$ cat config.mk
export PLATFORM = sky130hd
export DESIGN_NAME = antialiased_ring_tile_pixel_unit
export DESIGN_NICKNAME = d
export VERILOG_FILES = /design/src/rtl/arcp_pkg.sv /design/src/rtl/arcp_dist.sv /design/src/rtl/arcp_sqrt.sv /design/src/rtl/arcp_shade.sv /design/src/rtl/antialiased_ring_tile_pixel_unit.sv
export SDC_FILE = /design/constraint.sdc
export NUM_CORES = 2
export LEC_CHECK = 0
export ABC_AREA = 0
export BUFFER_PORTS_ARGS = -buffer_cell sky130_fd_sc_hd__clkbuf_2
export CAP_MARGIN = 40
export CORE_MARGIN = 3
export CORE_UTILIZATION = 30
export CTS_BUF_LIST = sky130_fd_sc_hd__clkbuf_8
export DETAILED_ROUTE_END_ITERATION = 8
export PLACE_DENSITY = 0.46
export SLEW_MARGIN = 40
export SYNTH_ARGS = -nofsm -noshare
export SYNTH_HDL_FRONTEND = slang
export SYNTH_SLANG_ARGS = --single-unit
export TNS_END_PERCENT = 50
$ cat constraint.sdc
create_clock -name clk -period 8.55 [get_ports clk]
set_input_delay 0.4275 -clock clk [delete_from_list [all_inputs] [get_ports clk]]
set_output_delay 0.4275 -clock clk [all_outputs]
set_load 0.01 [all_outputs]
$ cat src/rtl/arcp_pkg.sv
`timescale 1ns / 1ps

package arcp_pkg;

  // Largest corner radius the datapath is sized for by default.
  localparam int MAX_RADIUS_DEF = 64;

  // Configuration space: 5 registers, 32-bit words.
  localparam int ADDR_W = 5;
  localparam int DATA_W = 32;

  localparam logic [2:0] REG_RADIUS           = 3'd0;
  localparam logic [2:0] REG_RING_THICKNESS   = 3'd1;
  localparam logic [2:0] REG_FILL_COLOR       = 3'd2;
  localparam logic [2:0] REG_BORDER_COLOR     = 3'd3;
  localparam logic [2:0] REG_BACKGROUND_COLOR = 3'd4;

  localparam logic [6:0]  RADIUS_RST     = 7'd8;
  localparam logic [6:0]  THICKNESS_RST  = 7'd1;
  localparam logic [23:0] FILL_RST       = 24'hFFFFFF;
  localparam logic [23:0] BORDER_RST     = 24'h000000;
  localparam logic [23:0] BACKGROUND_RST = 24'h000000;

  // Offsets are in half pixels: dist_q8 = sqrt(d2 / 4) * 256 = sqrt(d2 << 14).
  localparam int RADICAND_SHIFT = 14;

  // Coverage is 0..256 in 1/256 steps.
  localparam int          COV_W   = 9;
  localparam logic [8:0]  COV_ONE = 9'd256;
  localparam logic [7:0]  ALPHA   = 8'hFF;

  typedef struct packed {
    logic [23:0] fill;
    logic [23:0] border;
    logic [23:0] background;
  } color_cfg_t;

endpackage

$ cat src/rtl/arcp_dist.sv
`timescale 1ns / 1ps

// Squared distance from pixel center to tile center, in quarter-pixel units.
// Three stages: offsets, squares, sum.
module arcp_dist #(
  parameter int RW    = 7,
  parameter int MAG_W = 8,
  parameter int D2_W  = 17
) (
  input  logic            clk,
  input  logic            rst_n,
  input  logic            valid_i,
  input  logic [6:0]      x_i,
  input  logic [6:0]      y_i,
  input  logic [RW-1:0]   r_eff_i,
  output logic            valid_o,
  output logic [D2_W-1:0] d2_o
);
  import arcp_pkg::*;

  localparam int DX_W = MAG_W + 1;
  localparam int SQ_W = 2 * MAG_W;

  logic [2:0] v_r;

  logic signed [DX_W-1:0] dx_r, dy_r, dx_nxt, dy_nxt;
  logic signed [2*DX_W-1:0] px, py;
  logic [SQ_W-1:0] sqx_r, sqy_r;
  logic [D2_W-1:0] d2_r, d2_nxt;

  always_comb begin
    dx_nxt = $signed(DX_W'({x_i, 1'b1})) - $signed(DX_W'({r_eff_i, 1'b0}));
    dy_nxt = $signed(DX_W'({y_i, 1'b1})) - $signed(DX_W'({r_eff_i, 1'b0}));
    px     = dx_r * dx_r;
    py     = dy_r * dy_r;
    d2_nxt = D2_W'(sqx_r) + D2_W'(sqy_r);
  end

  always_ff @(posedge clk) begin
    if (!rst_n) begin
      v_r <= '0;
    end else begin
      v_r <= {v_r[1:0], valid_i};
    end
  end

  always_ff @(posedge clk) begin
    dx_r  <= dx_nxt;
    dy_r  <= dy_nxt;
    sqx_r <= px[SQ_W-1:0];
    sqy_r <= py[SQ_W-1:0];
    d2_r  <= d2_nxt;
  end

  assign valid_o = v_r[2];
  assign d2_o    = d2_r;

endmodule

$ cat src/rtl/arcp_sqrt.sv
`timescale 1ns / 1ps

// Pipelined restoring square root, one result bit per stage.
module arcp_sqrt #(
  parameter int N = 16
) (
  input  logic           clk,
  input  logic           rst_n,
  input  logic           valid_i,
  input  logic [2*N-1:0] rad_i,
  output logic           valid_o,
  output logic [N-1:0]   root_o
);
  import arcp_pkg::*;

  localparam int REM_W = N + 2;

  logic [N-1:0]     v_r;
  logic [REM_W-1:0] rem_r  [N];
  logic [N-1:0]     root_r [N];
  logic [2*N-1:0]   rad_r  [N-1];

  for (genvar g = 0; g < N; g++) begin : g_stage
    logic [REM_W-1:0] cur_rem, rem_sh, trial, rem_nxt;
    logic [N-1:0]     cur_root, root_nxt;
    logic [2*N-1:0]   cur_rad;
    logic             ge;

    if (g == 0) begin : g_first
      assign cur_rem  = '0;
      assign cur_root = '0;
      assign cur_rad  = rad_i;
    end else begin : g_next
      assign cur_rem  = rem_r[g-1];
      assign cur_root = root_r[g-1];
      assign cur_rad  = rad_r[g-1];
    end

    always_comb begin
      // remainder stays below 2^N before the shift
      rem_sh   = {cur_rem[REM_W-3:0], cur_rad[2*N-1 -: 2]};
      trial    = {cur_root, 2'b01};
      ge       = (rem_sh >= trial);
      rem_nxt  = ge ? (rem_sh - trial) : rem_sh;
      root_nxt = {cur_root[N-2:0], ge};
    end

    always_ff @(posedge clk) begin
      rem_r[g]  <= rem_nxt;
      root_r[g] <= root_nxt;
    end

    if (g < N - 1) begin : g_rad
      always_ff @(posedge clk) begin
        rad_r[g] <= {cur_rad[2*N-3:0], 2'b00};
      end
    end
  end

  always_ff @(posedge clk) begin
    if (!rst_n) begin
      v_r <= '0;
    end else begin
      v_r <= {v_r[N-2:0], valid_i};
    end
  end

  assign valid_o = v_r[N-1];
  assign root_o  = root_r[N-1];

`ifndef NO_ASSERTIONS
  // floor sqrt: what is left over never exceeds twice the root
  a_rem_bound: assert property (@(posedge clk) disable iff (!rst_n)
    valid_o |-> (rem_r[N-1] <= REM_W'({root_r[N-1], 1'b0})))
    else $error("sqrt remainder out of range");
`endif

endmodule

$ cat src/rtl/arcp_shade.sv
`timescale 1ns / 1ps

// Coverage at both edges, then two color blends and the output register.
module arcp_shade #(
  parameter int RW     = 7,
  parameter int DIST_W = 16
) (
  input  logic                 clk,
  input  logic                 rst_n,
  input  logic                 valid_i,
  input  logic [DIST_W-1:0]    dist_i,
  input  logic [RW-1:0]        outer_edge_i,
  input  logic [RW-1:0]        inner_edge_i,
  input  arcp_pkg::color_cfg_t colors_i,
  output logic                 valid_o,
  output logic [31:0]          pixel_o
);
  import arcp_pkg::*;

  localparam int CV_W = DIST_W + 2;

  function automatic logic [COV_W-1:0] coverage(input logic [RW-1:0] edge_px,
                                                input logic [DIST_W-1:0] dist_q8);
    logic signed [CV_W-1:0] c;
    logic [COV_W-1:0]       res;
    c = $signed(CV_W'({edge_px, 8'h80})) - $signed(CV_W'(dist_q8));
    if (c[CV_W-1]) begin
      res = '0;
    end else if (c > $signed(CV_W'(COV_ONE))) begin
      res = COV_ONE;
    end else begin
      res = c[COV_W-1:0];
    end
    return res;
  endfunction

  // per channel: (b*256 + (t-b)*w + 128) >> 8, never negative
  function automatic logic [23:0] mix(input logic [23:0] base,
                                      input logic [23:0] over,
                                      input logic [COV_W-1:0] w);
    logic signed [8:0]  diff;
    logic signed [18:0] prod;
    logic signed [18:0] acc;
    logic [23:0]        res;
    res = '0;
    for (int ch = 0; ch < 3; ch++) begin
      diff = $signed({1'b0, over[8*ch +: 8]}) - $signed({1'b0, base[8*ch +: 8]});
      prod = diff * $signed({1'b0, w});
      acc  = $signed({3'b000, base[8*ch +: 8], 8'h80}) + prod;
      res[8*ch +: 8] = acc[15:8];
    end
    return res;
  endfunction

  logic             va_r, vb_r, vc_r;
  logic [COV_W-1:0] shape_r, inner_r, inner_b_r;
  logic [23:0]      mix1_r, mix2;
  logic [31:0]      pixel_r;

  assign mix2 = mix(mix1_r, colors_i.fill, inner_b_r);

  always_ff @(posedge clk) begin
    if (!rst_n) begin
      va_r <= 1'b0;
      vb_r <= 1'b0;
      vc_r <= 1'b0;
    end else begin
      va_r <= valid_i;
      vb_r <= va_r;
      vc_r <= vb_r;
    end
  end

  always_ff @(posedge clk) begin
    shape_r   <= coverage(outer_edge_i, dist_i);
    inner_r   <= coverage(inner_edge_i, dist_i);
    mix1_r    <= mix(colors_i.background, colors_i.border, shape_r);
    inner_b_r <= inner_r;
    // 0x00BBGGRR in, 0xFFRRGGBB out
    pixel_r   <= {ALPHA, mix2[7:0], mix2[15:8], mix2[23:16]};
  end

  assign valid_o = vc_r;
  assign pixel_o = pixel_r;

`ifndef NO_ASSERTIONS
  // inner edge never lies outside the outer edge
  a_inner_le_shape: assert property (@(posedge clk) disable iff (!rst_n)
    va_r |-> (inner_r <= shape_r))
    else $error("inner coverage exceeds outer coverage");

  a_outside_is_bg: assert property (@(posedge clk) disable iff (!rst_n)
    (va_r && (shape_r == '0)) |=> (mix1_r == colors_i.background))
    else $error("uncovered pixel did not keep background");

  a_inside_is_fill: assert property (@(posedge clk) disable iff (!rst_n)
    (vb_r && (inner_b_r == COV_ONE)) |=>
      (pixel_o == {ALPHA, colors_i.fill[7:0], colors_i.fill[15:8], colors_i.fill[23:16]}))
    else $error("fully covered pixel is not fill color");
`endif

endmodule

$ cat src/rtl/antialiased_ring_tile_pixel_unit.sv
`timescale 1ns / 1ps

// Anti-aliased ring tile pixel unit. Give a tile pixel (in_pixel_x, in_pixel_y)
// with start; busy is always low, so a pixel can be issued every clock and the
// unit sustains one pixel per cycle. Each item comes back on out_dib_pixel
// (0xFFRRGGBB) with a one-cycle out_strobe, in issue order, once it has passed
// the squared-distance stages, the square root and the shading stages. The
// square root has N result bits (16 at the default MAX_RADIUS of 64) and
// resolves one bit per pipeline stage; three stages form the squared distance
// ahead of it and three more do coverage and the two blends. Results cannot be
// held off; take them when the strobe is high. Registers are to be written by
// the user through the APB port only while no item is in flight; the unit does not enforce this.
module antialiased_ring_tile_pixel_unit #(
  parameter int MAX_RADIUS = arcp_pkg::MAX_RADIUS_DEF
) (
  input  logic                        clk,
  input  logic                        rst_n,
  // item input
  input  logic                        start,
  output logic                        busy,
  input  logic [6:0]                  in_pixel_x,
  input  logic [6:0]                  in_pixel_y,
  // result
  output logic                        out_strobe,
  output logic [31:0]                 out_dib_pixel,
  // configuration
  input  logic                        psel,
  input  logic                        penable,
  input  logic                        pwrite,
  input  logic [arcp_pkg::ADDR_W-1:0] paddr,
  input  logic [arcp_pkg::DATA_W-1:0] pwdata,
  output logic [arcp_pkg::DATA_W-1:0] prdata,
  output logic                        pready
);
  import arcp_pkg::*;

  localparam int ABS_MAX = (2 * MAX_RADIUS - 1 > 253) ? 2 * MAX_RADIUS - 1 : 253;
  localparam int MAG_W   = $clog2(ABS_MAX + 1);
  localparam int D2_W    = 2 * MAG_W + 1;
  localparam int SQ_N    = (D2_W + RADICAND_SHIFT + 1) / 2;
  localparam int RW      = $clog2(MAX_RADIUS + 1);
  localparam int CMP_W   = (RW > 7) ? RW : 7;

  logic [6:0]  cfg_radius_r, cfg_thickness_r;
  logic [23:0] cfg_fill_r, cfg_border_r, cfg_background_r;
  logic        wr_en;

  assign pready = 1'b1;
  assign busy   = 1'b0;
  assign wr_en  = psel && penable && pwrite;

  always_ff @(posedge clk) begin
    if (!rst_n) begin
      cfg_radius_r     <= RADIUS_RST;
      cfg_thickness_r  <= THICKNESS_RST;
      cfg_fill_r       <= FILL_RST;
      cfg_border_r     <= BORDER_RST;
      cfg_background_r <= BACKGROUND_RST;
    end else if (wr_en) begin
      unique case (paddr[4:2])
        REG_RADIUS:           cfg_radius_r     <= pwdata[6:0];
        REG_RING_THICKNESS:   cfg_thickness_r  <= pwdata[6:0];
        REG_FILL_COLOR:       cfg_fill_r       <= pwdata[23:0];
        REG_BORDER_COLOR:     cfg_border_r     <= pwdata[23:0];
        REG_BACKGROUND_COLOR: cfg_background_r <= pwdata[23:0];
        default: ;
      endcase
    end
  end

  always_comb begin
    unique case (paddr[4:2])
      REG_RADIUS:           prdata = DATA_W'(cfg_radius_r);
      REG_RING_THICKNESS:   prdata = DATA_W'(cfg_thickness_r);
      REG_FILL_COLOR:       prdata = DATA_W'(cfg_fill_r);
      REG_BORDER_COLOR:     prdata = DATA_W'(cfg_border_r);
      REG_BACKGROUND_COLOR: prdata = DATA_W'(cfg_background_r);
      default:              prdata = '0;
    endcase
  end

  // radius clamped to 1..MAX_RADIUS, thickness clamped to the radius
  logic [CMP_W-1:0] rad_ext, thk_ext, r_ext;
  logic [RW-1:0]    r_eff, t_eff, inner_edge;

  always_comb begin
    rad_ext = CMP_W'(cfg_radius_r);
    thk_ext = CMP_W'(cfg_thickness_r);
    if (rad_ext == '0) begin
      r_ext = CMP_W'(1);
    end else if (rad_ext > CMP_W'(MAX_RADIUS)) begin
      r_ext = CMP_W'(MAX_RADIUS);
    end else begin
      r_ext = rad_ext;
    end
    r_eff      = r_ext[RW-1:0];
    t_eff      = (thk_ext > r_ext) ? r_eff : thk_ext[RW-1:0];
    inner_edge = r_eff - t_eff;
  end

  logic            d2_valid;
  logic [D2_W-1:0] d2;
  logic            dist_valid;
  logic [SQ_N-1:0] dist_q8;
  color_cfg_t      colors;

  assign colors = '{fill: cfg_fill_r, border: cfg_border_r, background: cfg_background_r};

  arcp_dist #(
    .RW    (RW),
    .MAG_W (MAG_W),
    .D2_W  (D2_W)
  ) u_dist (
    .clk     (clk),
    .rst_n   (rst_n),
    .valid_i (start && !busy),
    .x_i     (in_pixel_x),
    .y_i     (in_pixel_y),
    .r_eff_i (r_eff),
    .valid_o (d2_valid),
    .d2_o    (d2)
  );

  arcp_sqrt #(
    .N (SQ_N)
  ) u_sqrt (
    .clk     (clk),
    .rst_n   (rst_n),
    .valid_i (d2_valid),
    .rad_i   ((2*SQ_N)'({d2, {RADICAND_SHIFT{1'b0}}})),
    .valid_o (dist_valid),
    .root_o  (dist_q8)
  );

  arcp_shade #(
    .RW     (RW),
    .DIST_W (SQ_N)
  ) u_shade (
    .clk          (clk),
    .rst_n        (rst_n),
    .valid_i      (dist_valid),
    .dist_i       (dist_q8),
    .outer_edge_i (r_eff),
    .inner_edge_i (inner_edge),
    .colors_i     (colors),
    .valid_o      (out_strobe),
    .pixel_o      (out_dib_pixel)
  );

endmodule

==> run summary <==
The share of total power in sequential cells is 0.329. Measured along the x axis, the die boundary spans 401.6 um. The maximum fanout along the worst path came out at 8. The clock drives 645 sinks. The count of nets after finishing is 6253. On the critical path, the stage with the largest delay is an instance of xor2_1. The cell that appears most often on the critical path is fa_1. The number of flops mapped to enable cells by yosys is 0. The iteration-0 DRC count of the detailed router is 1359. The final setup violation count came out at 0.

Detailed routing inserted a total of 32.74k vias. The net load switching power came out at 5.149 mW. A synthesized cell averages 9.308 sq um. The clock arrives with 102.9 ps of skew.

TritonCTS built the clock tree. The first global-routing pass estimated 179.0 mm of wire. The total count of max-transition violations in the final report came out at 0. The post-detailed-route via-to-cell ratio came out at 4.440. The max-cap violation count came out at 0.

The fraction of met3 tracks used by global routing is 0.02432. OpenSTA, run right after detailed placement, puts the worst setup slack at 1244 ps. In this run the power density over the cells is 260.4 nW/um^2.

The initial core utilization came out at 0.3033. The portion of synthesized cell area occupied by the leading cell type is 0.2750. IR analysis of the VDD net gives a maximum drop of 0.2767 mV. The synthesis-to-layout area growth is 13.42%.

Tracing the worst setup path back leads to its startpoint at cfg_background_r[1]. The classification of the worst setup path is reg -> reg. The routing usage on met2 is 0.2200. The netlist area before placement came out at 46950 sq um. Once routing completed, OpenROAD measured the worst setup slack at 1173 ps. The data arrival at the endpoint of the critical path is 8080 ps. The worst reg-to-reg path cell count is 26.

The largest area contributor in the netlist is dfxtp_1. The slack of the worst reg-to-reg path is 1170 ps. In this run, CTS created clock tree buffers numbering 119. The final weighted congestion in routability-driven placement came out at 0.7862. The routed design could run at a clock period as short as 7377 ps.

Of the cells placed in the final design, the portion with a size suffix greater than 1 is 0.08333. The final core utilization came out at 0.3441. The H-tree depth is 3.

The proportion of total power due to net switching came out at 0.3713. For this run, the number of Yosys warnings is 0. The initialized floorplan defines 144 standard-cell rows.

The global-route usage over all layers is 0.1365. The final standard cell area without fillers came out at 53250 sq um. The number of gates resized after CTS is 0. Setup repair after global routing left no endpoint under its margin. The worst-case hold slack came out at 268.0 ps. The total leakage power is 25.15 nW.

For the pin with the worst max-slew slack, the measured transition is 909.7 ps. The remaining global-route overflow came out at 0. The core region is 154800 sq um. The number of global-route vias before repair is 33.85k.

The worst register-to-register path ends at u_shade.mix1_r[6]. Summing internal, switching and leakage power gives 13.87 mW. Of the available clock period, the critical path in the final layout requires 0.8628. The clock latency on the worst-skew pair is 870 ps. The deepest clock path buffer count is 3.

During I/O placement, the number of pins put on the boundary was 124. The final hold violation count is 0. The classification of the worst-slack hold path is in -> reg. The vertical die dimension is 401.6 um.

Of the total power, the clock network draws 0.239. For the worst setup path, the data required time is 9250 ps. The placed cell area came out at 49950 sq um.

The number of input and output port buffers inserted came out at 95. In this run the remaining antenna-violating nets after routing total 0. The tree is rooted in a clkbuf_8.

The pin count of the biggest net entering global routing is 109. Yosys attributes the largest share of cell area to dfxtp_1 (28%), fa_1 (20%), ha_1 (13%), inv_1 (6.6%), nand2_1 (4.4%). Once placement completed, the tool counted placed cells totaling 7108. The non-filler instance count after layout came out at 7374. The fraction of the yosys area taken by sequential cells is 0.2750. The post-CTS clock slew at the launch and capture registers of the worst setup and hold paths came out at 70 ps.

The internal power of the cells came out at 8.717 mW. Summed over all nets, the half-perimeter wirelength after detailed placement is 86.06 mm. The startpoint of the lowest-slack register-to-register path is cfg_background_r[1]. For met1 alone, demand over resource in global routing was 0.1869. Counting the fill cells in the layout gives 15.98k. The floorplan step defined a die boundary enclosing 161300 sq um. The storage element area is 12910 sq um. The number of optimization iterations in the first detailed-route pass came out at 6. In the final timing run, aggregate negative setup slack is 0 ps. In the routed design, unresolved DRC markers number 0.

The proportion of synthesized flip-flops having asynchronous set or reset is 0. The share of power burned in combinational logic came out at 0.432. The run finished with clean final reports.

The kind of start point of the critical path is a flip-flop. The delay of the slowest cell on the worst path is 630 ps. For this run, the leading register cell type out of synthesis is dfxtp_1. The capturing element type of the critical path is a flip-flop. The worst relative slew slack came out at 0.3892. The combined area of the multi-input logic cells is 30660 sq um. The number of unique standard cell types used by synthesis is 83. In this run the worst setup path terminates at u_shade.mix1_r[6]. The number of instances in the synthesized netlist came out at 5044. The busiest layer in global routing is met2. The number of antenna violations at the first check in global routing came out at 14. The wire length per cell came out at 14.80 um. The aggregate routed wire length is 109.2 mm. The flop and latch count out of synthesis is 645.

The highest attainable clock frequency is 0.1356 GHz.
==> worst max-delay path, delay by kind of cell (launching register included) <==
kind	cells	cell delay, ps
AND/OR/NAND/NOR	7	1460
XOR/XNOR	2	790
adder cells (fa/ha/maj)	7	3000
AO/OA/AOI/OAI	6	1260
buffers and inverters	4	270
flip-flops	1	440
==> cell type report <==
cell class	instances	area share
sequential	645	0.2425
inverter	821	0.05797
clock inverter	67	0.01290
antenna	2	0.00009399
timing repair buffer	178	0.02385
clock buffer	150	0.03877
tap	2044	0.04803
multi-input combinational	3467	0.5759
==> layout by cell type, fill, tap and decap left out, types with 15 or more instances in the layout <==
cell type / synthesis / layout
a211oi_1: 15 / 15
a21boi_0: 57 / 57
a21o_1: 54 / 54
a21oi_1: 162 / 161
a22oi_1: 16 / 16
and2_1: 184 / 184
buf_4: 18 / 33
clkbuf_2: 0 / 94
clkbuf_8: 0 / 150
clkinv_2: 0 / 22
conb_1: 2 / 19
dfxtp_1: 645 / 644
dlygate4sd3_1: 0 / 47
fa_1: 464 / 464
ha_1: 500 / 500
inv_1: 820 / 846
mux2_2: 43 / 43
mux2i_1: 44 / 44
nand2_1: 550 / 550
nand2b_1: 104 / 104
nand3_1: 52 / 51
nor2_1: 241 / 238
nor2b_1: 82 / 82
nor3_1: 109 / 108
nor4_1: 21 / 20
o21a_1: 48 / 48
o21ai_0: 112 / 112
o21bai_1: 17 / 17
o22ai_1: 25 / 25
o31ai_1: 15 / 15
or2_2: 25 / 25
or3_1: 29 / 29
xnor2_1: 207 / 195
xor2_1: 110 / 105
==> power groups by stage <==
stage / logic, mW / clock network (mW) / registers, mW
6_report: 5.99 / 3.31 / 4.57
5_1_grt: 6.94 / 3.60 / 4.69
3_3_place_gp: 6.00 / 0 / 4.66
4_1_cts: 6.12 / 3.47 / 4.60
2_1_floorplan: 4.81 / 0 / 4.43
3_5_place_dp: 6.06 / 0 / 4.66
==> worst min path at each step <==
stage | cells after the start | slack (ps) | to | start
after floorplan | 0 | 310 | u_shade.inner_b_r[0] | u_shade.inner_r[0]
after detailed placement | 0 | 310 | u_shade.inner_b_r[6] | u_shade.inner_r[6]
after global routing | 3 | 210 | cfg_thickness_r[0] | paddr[4]
final | 3 | 270 | cfg_thickness_r[0] | paddr[4]
after global placement | 0 | 310 | u_sqrt.rad_r[0][81] | u_sqrt.rad_r[0][49]
after CTS | 3 | 120 | cfg_thickness_r[0] | paddr[4]
==> state kept, by name, summed over array words and instances, names as in the netlist, 16 cells and up <==
register	flops
u_sqrt.rem_r	211
u_sqrt.root_r	136
u_sqrt.rad_r	56
cfg_background_r	24
cfg_border_r	24
cfg_fill_r	24
u_shade.mix1_r	24
u_shade.pixel_o	24
u_sqrt.v_r	16
==> cell families (layout without fill, tap and decap cells) <==
group | count (synthesis) | after routing | synth area share
xor+xnor | 317 | 317 | 0.05914
other cells | 2 | 21 | 0.0001600
fa+ha+maj | 964 | 964 | 0.3311
flops | 645 | 645 | 0.2750
buf+inv | 949 | 1216 | 0.07761
mux | 87 | 87 | 0.01969
simple gates | 1471 | 1471 | 0.1528
compound gates | 609 | 609 | 0.08440
==> layer usage <==
metal	part of all wire	vias to the layer above	wire (um)
met5	0.00028	-	31
met4	0.026	4	2888
met3	0.044	166	4756
met2	0.45	482	49150
met1	0.48	15620	52340
li1	-	16470	-
==> timing repair <==
| action | CTS | global route |
|---|---|---|
| hold buffers | 47 | 0 |
| setup buffers | 0 | 0 |
| hold endpoints to repair | 102 | 0 |
==> Yosys cell counts, types with 16 or more instances <==
cell type	count
nand2b_1	104
xnor2_1	207
nor4_1	21
a21o_1	54
fa_1	464
ha_1	500
inv_1	820
mux2i_1	44
buf_4	18
and2_1	184
nand3_1	52
a21oi_1	162
nand2_1	550
o21ai_0	112
nor2_1	241
o21bai_1	17
clkbuf_1	107
nor3_1	109
a22oi_1	16
a21boi_0	57
nor2b_1	82
mux2_2	43
o21a_1	48
xor2_1	110
or3_1	29
o22ai_1	25
or2_2	25
dfxtp_1	645
(Power assumes the default switching activity.)
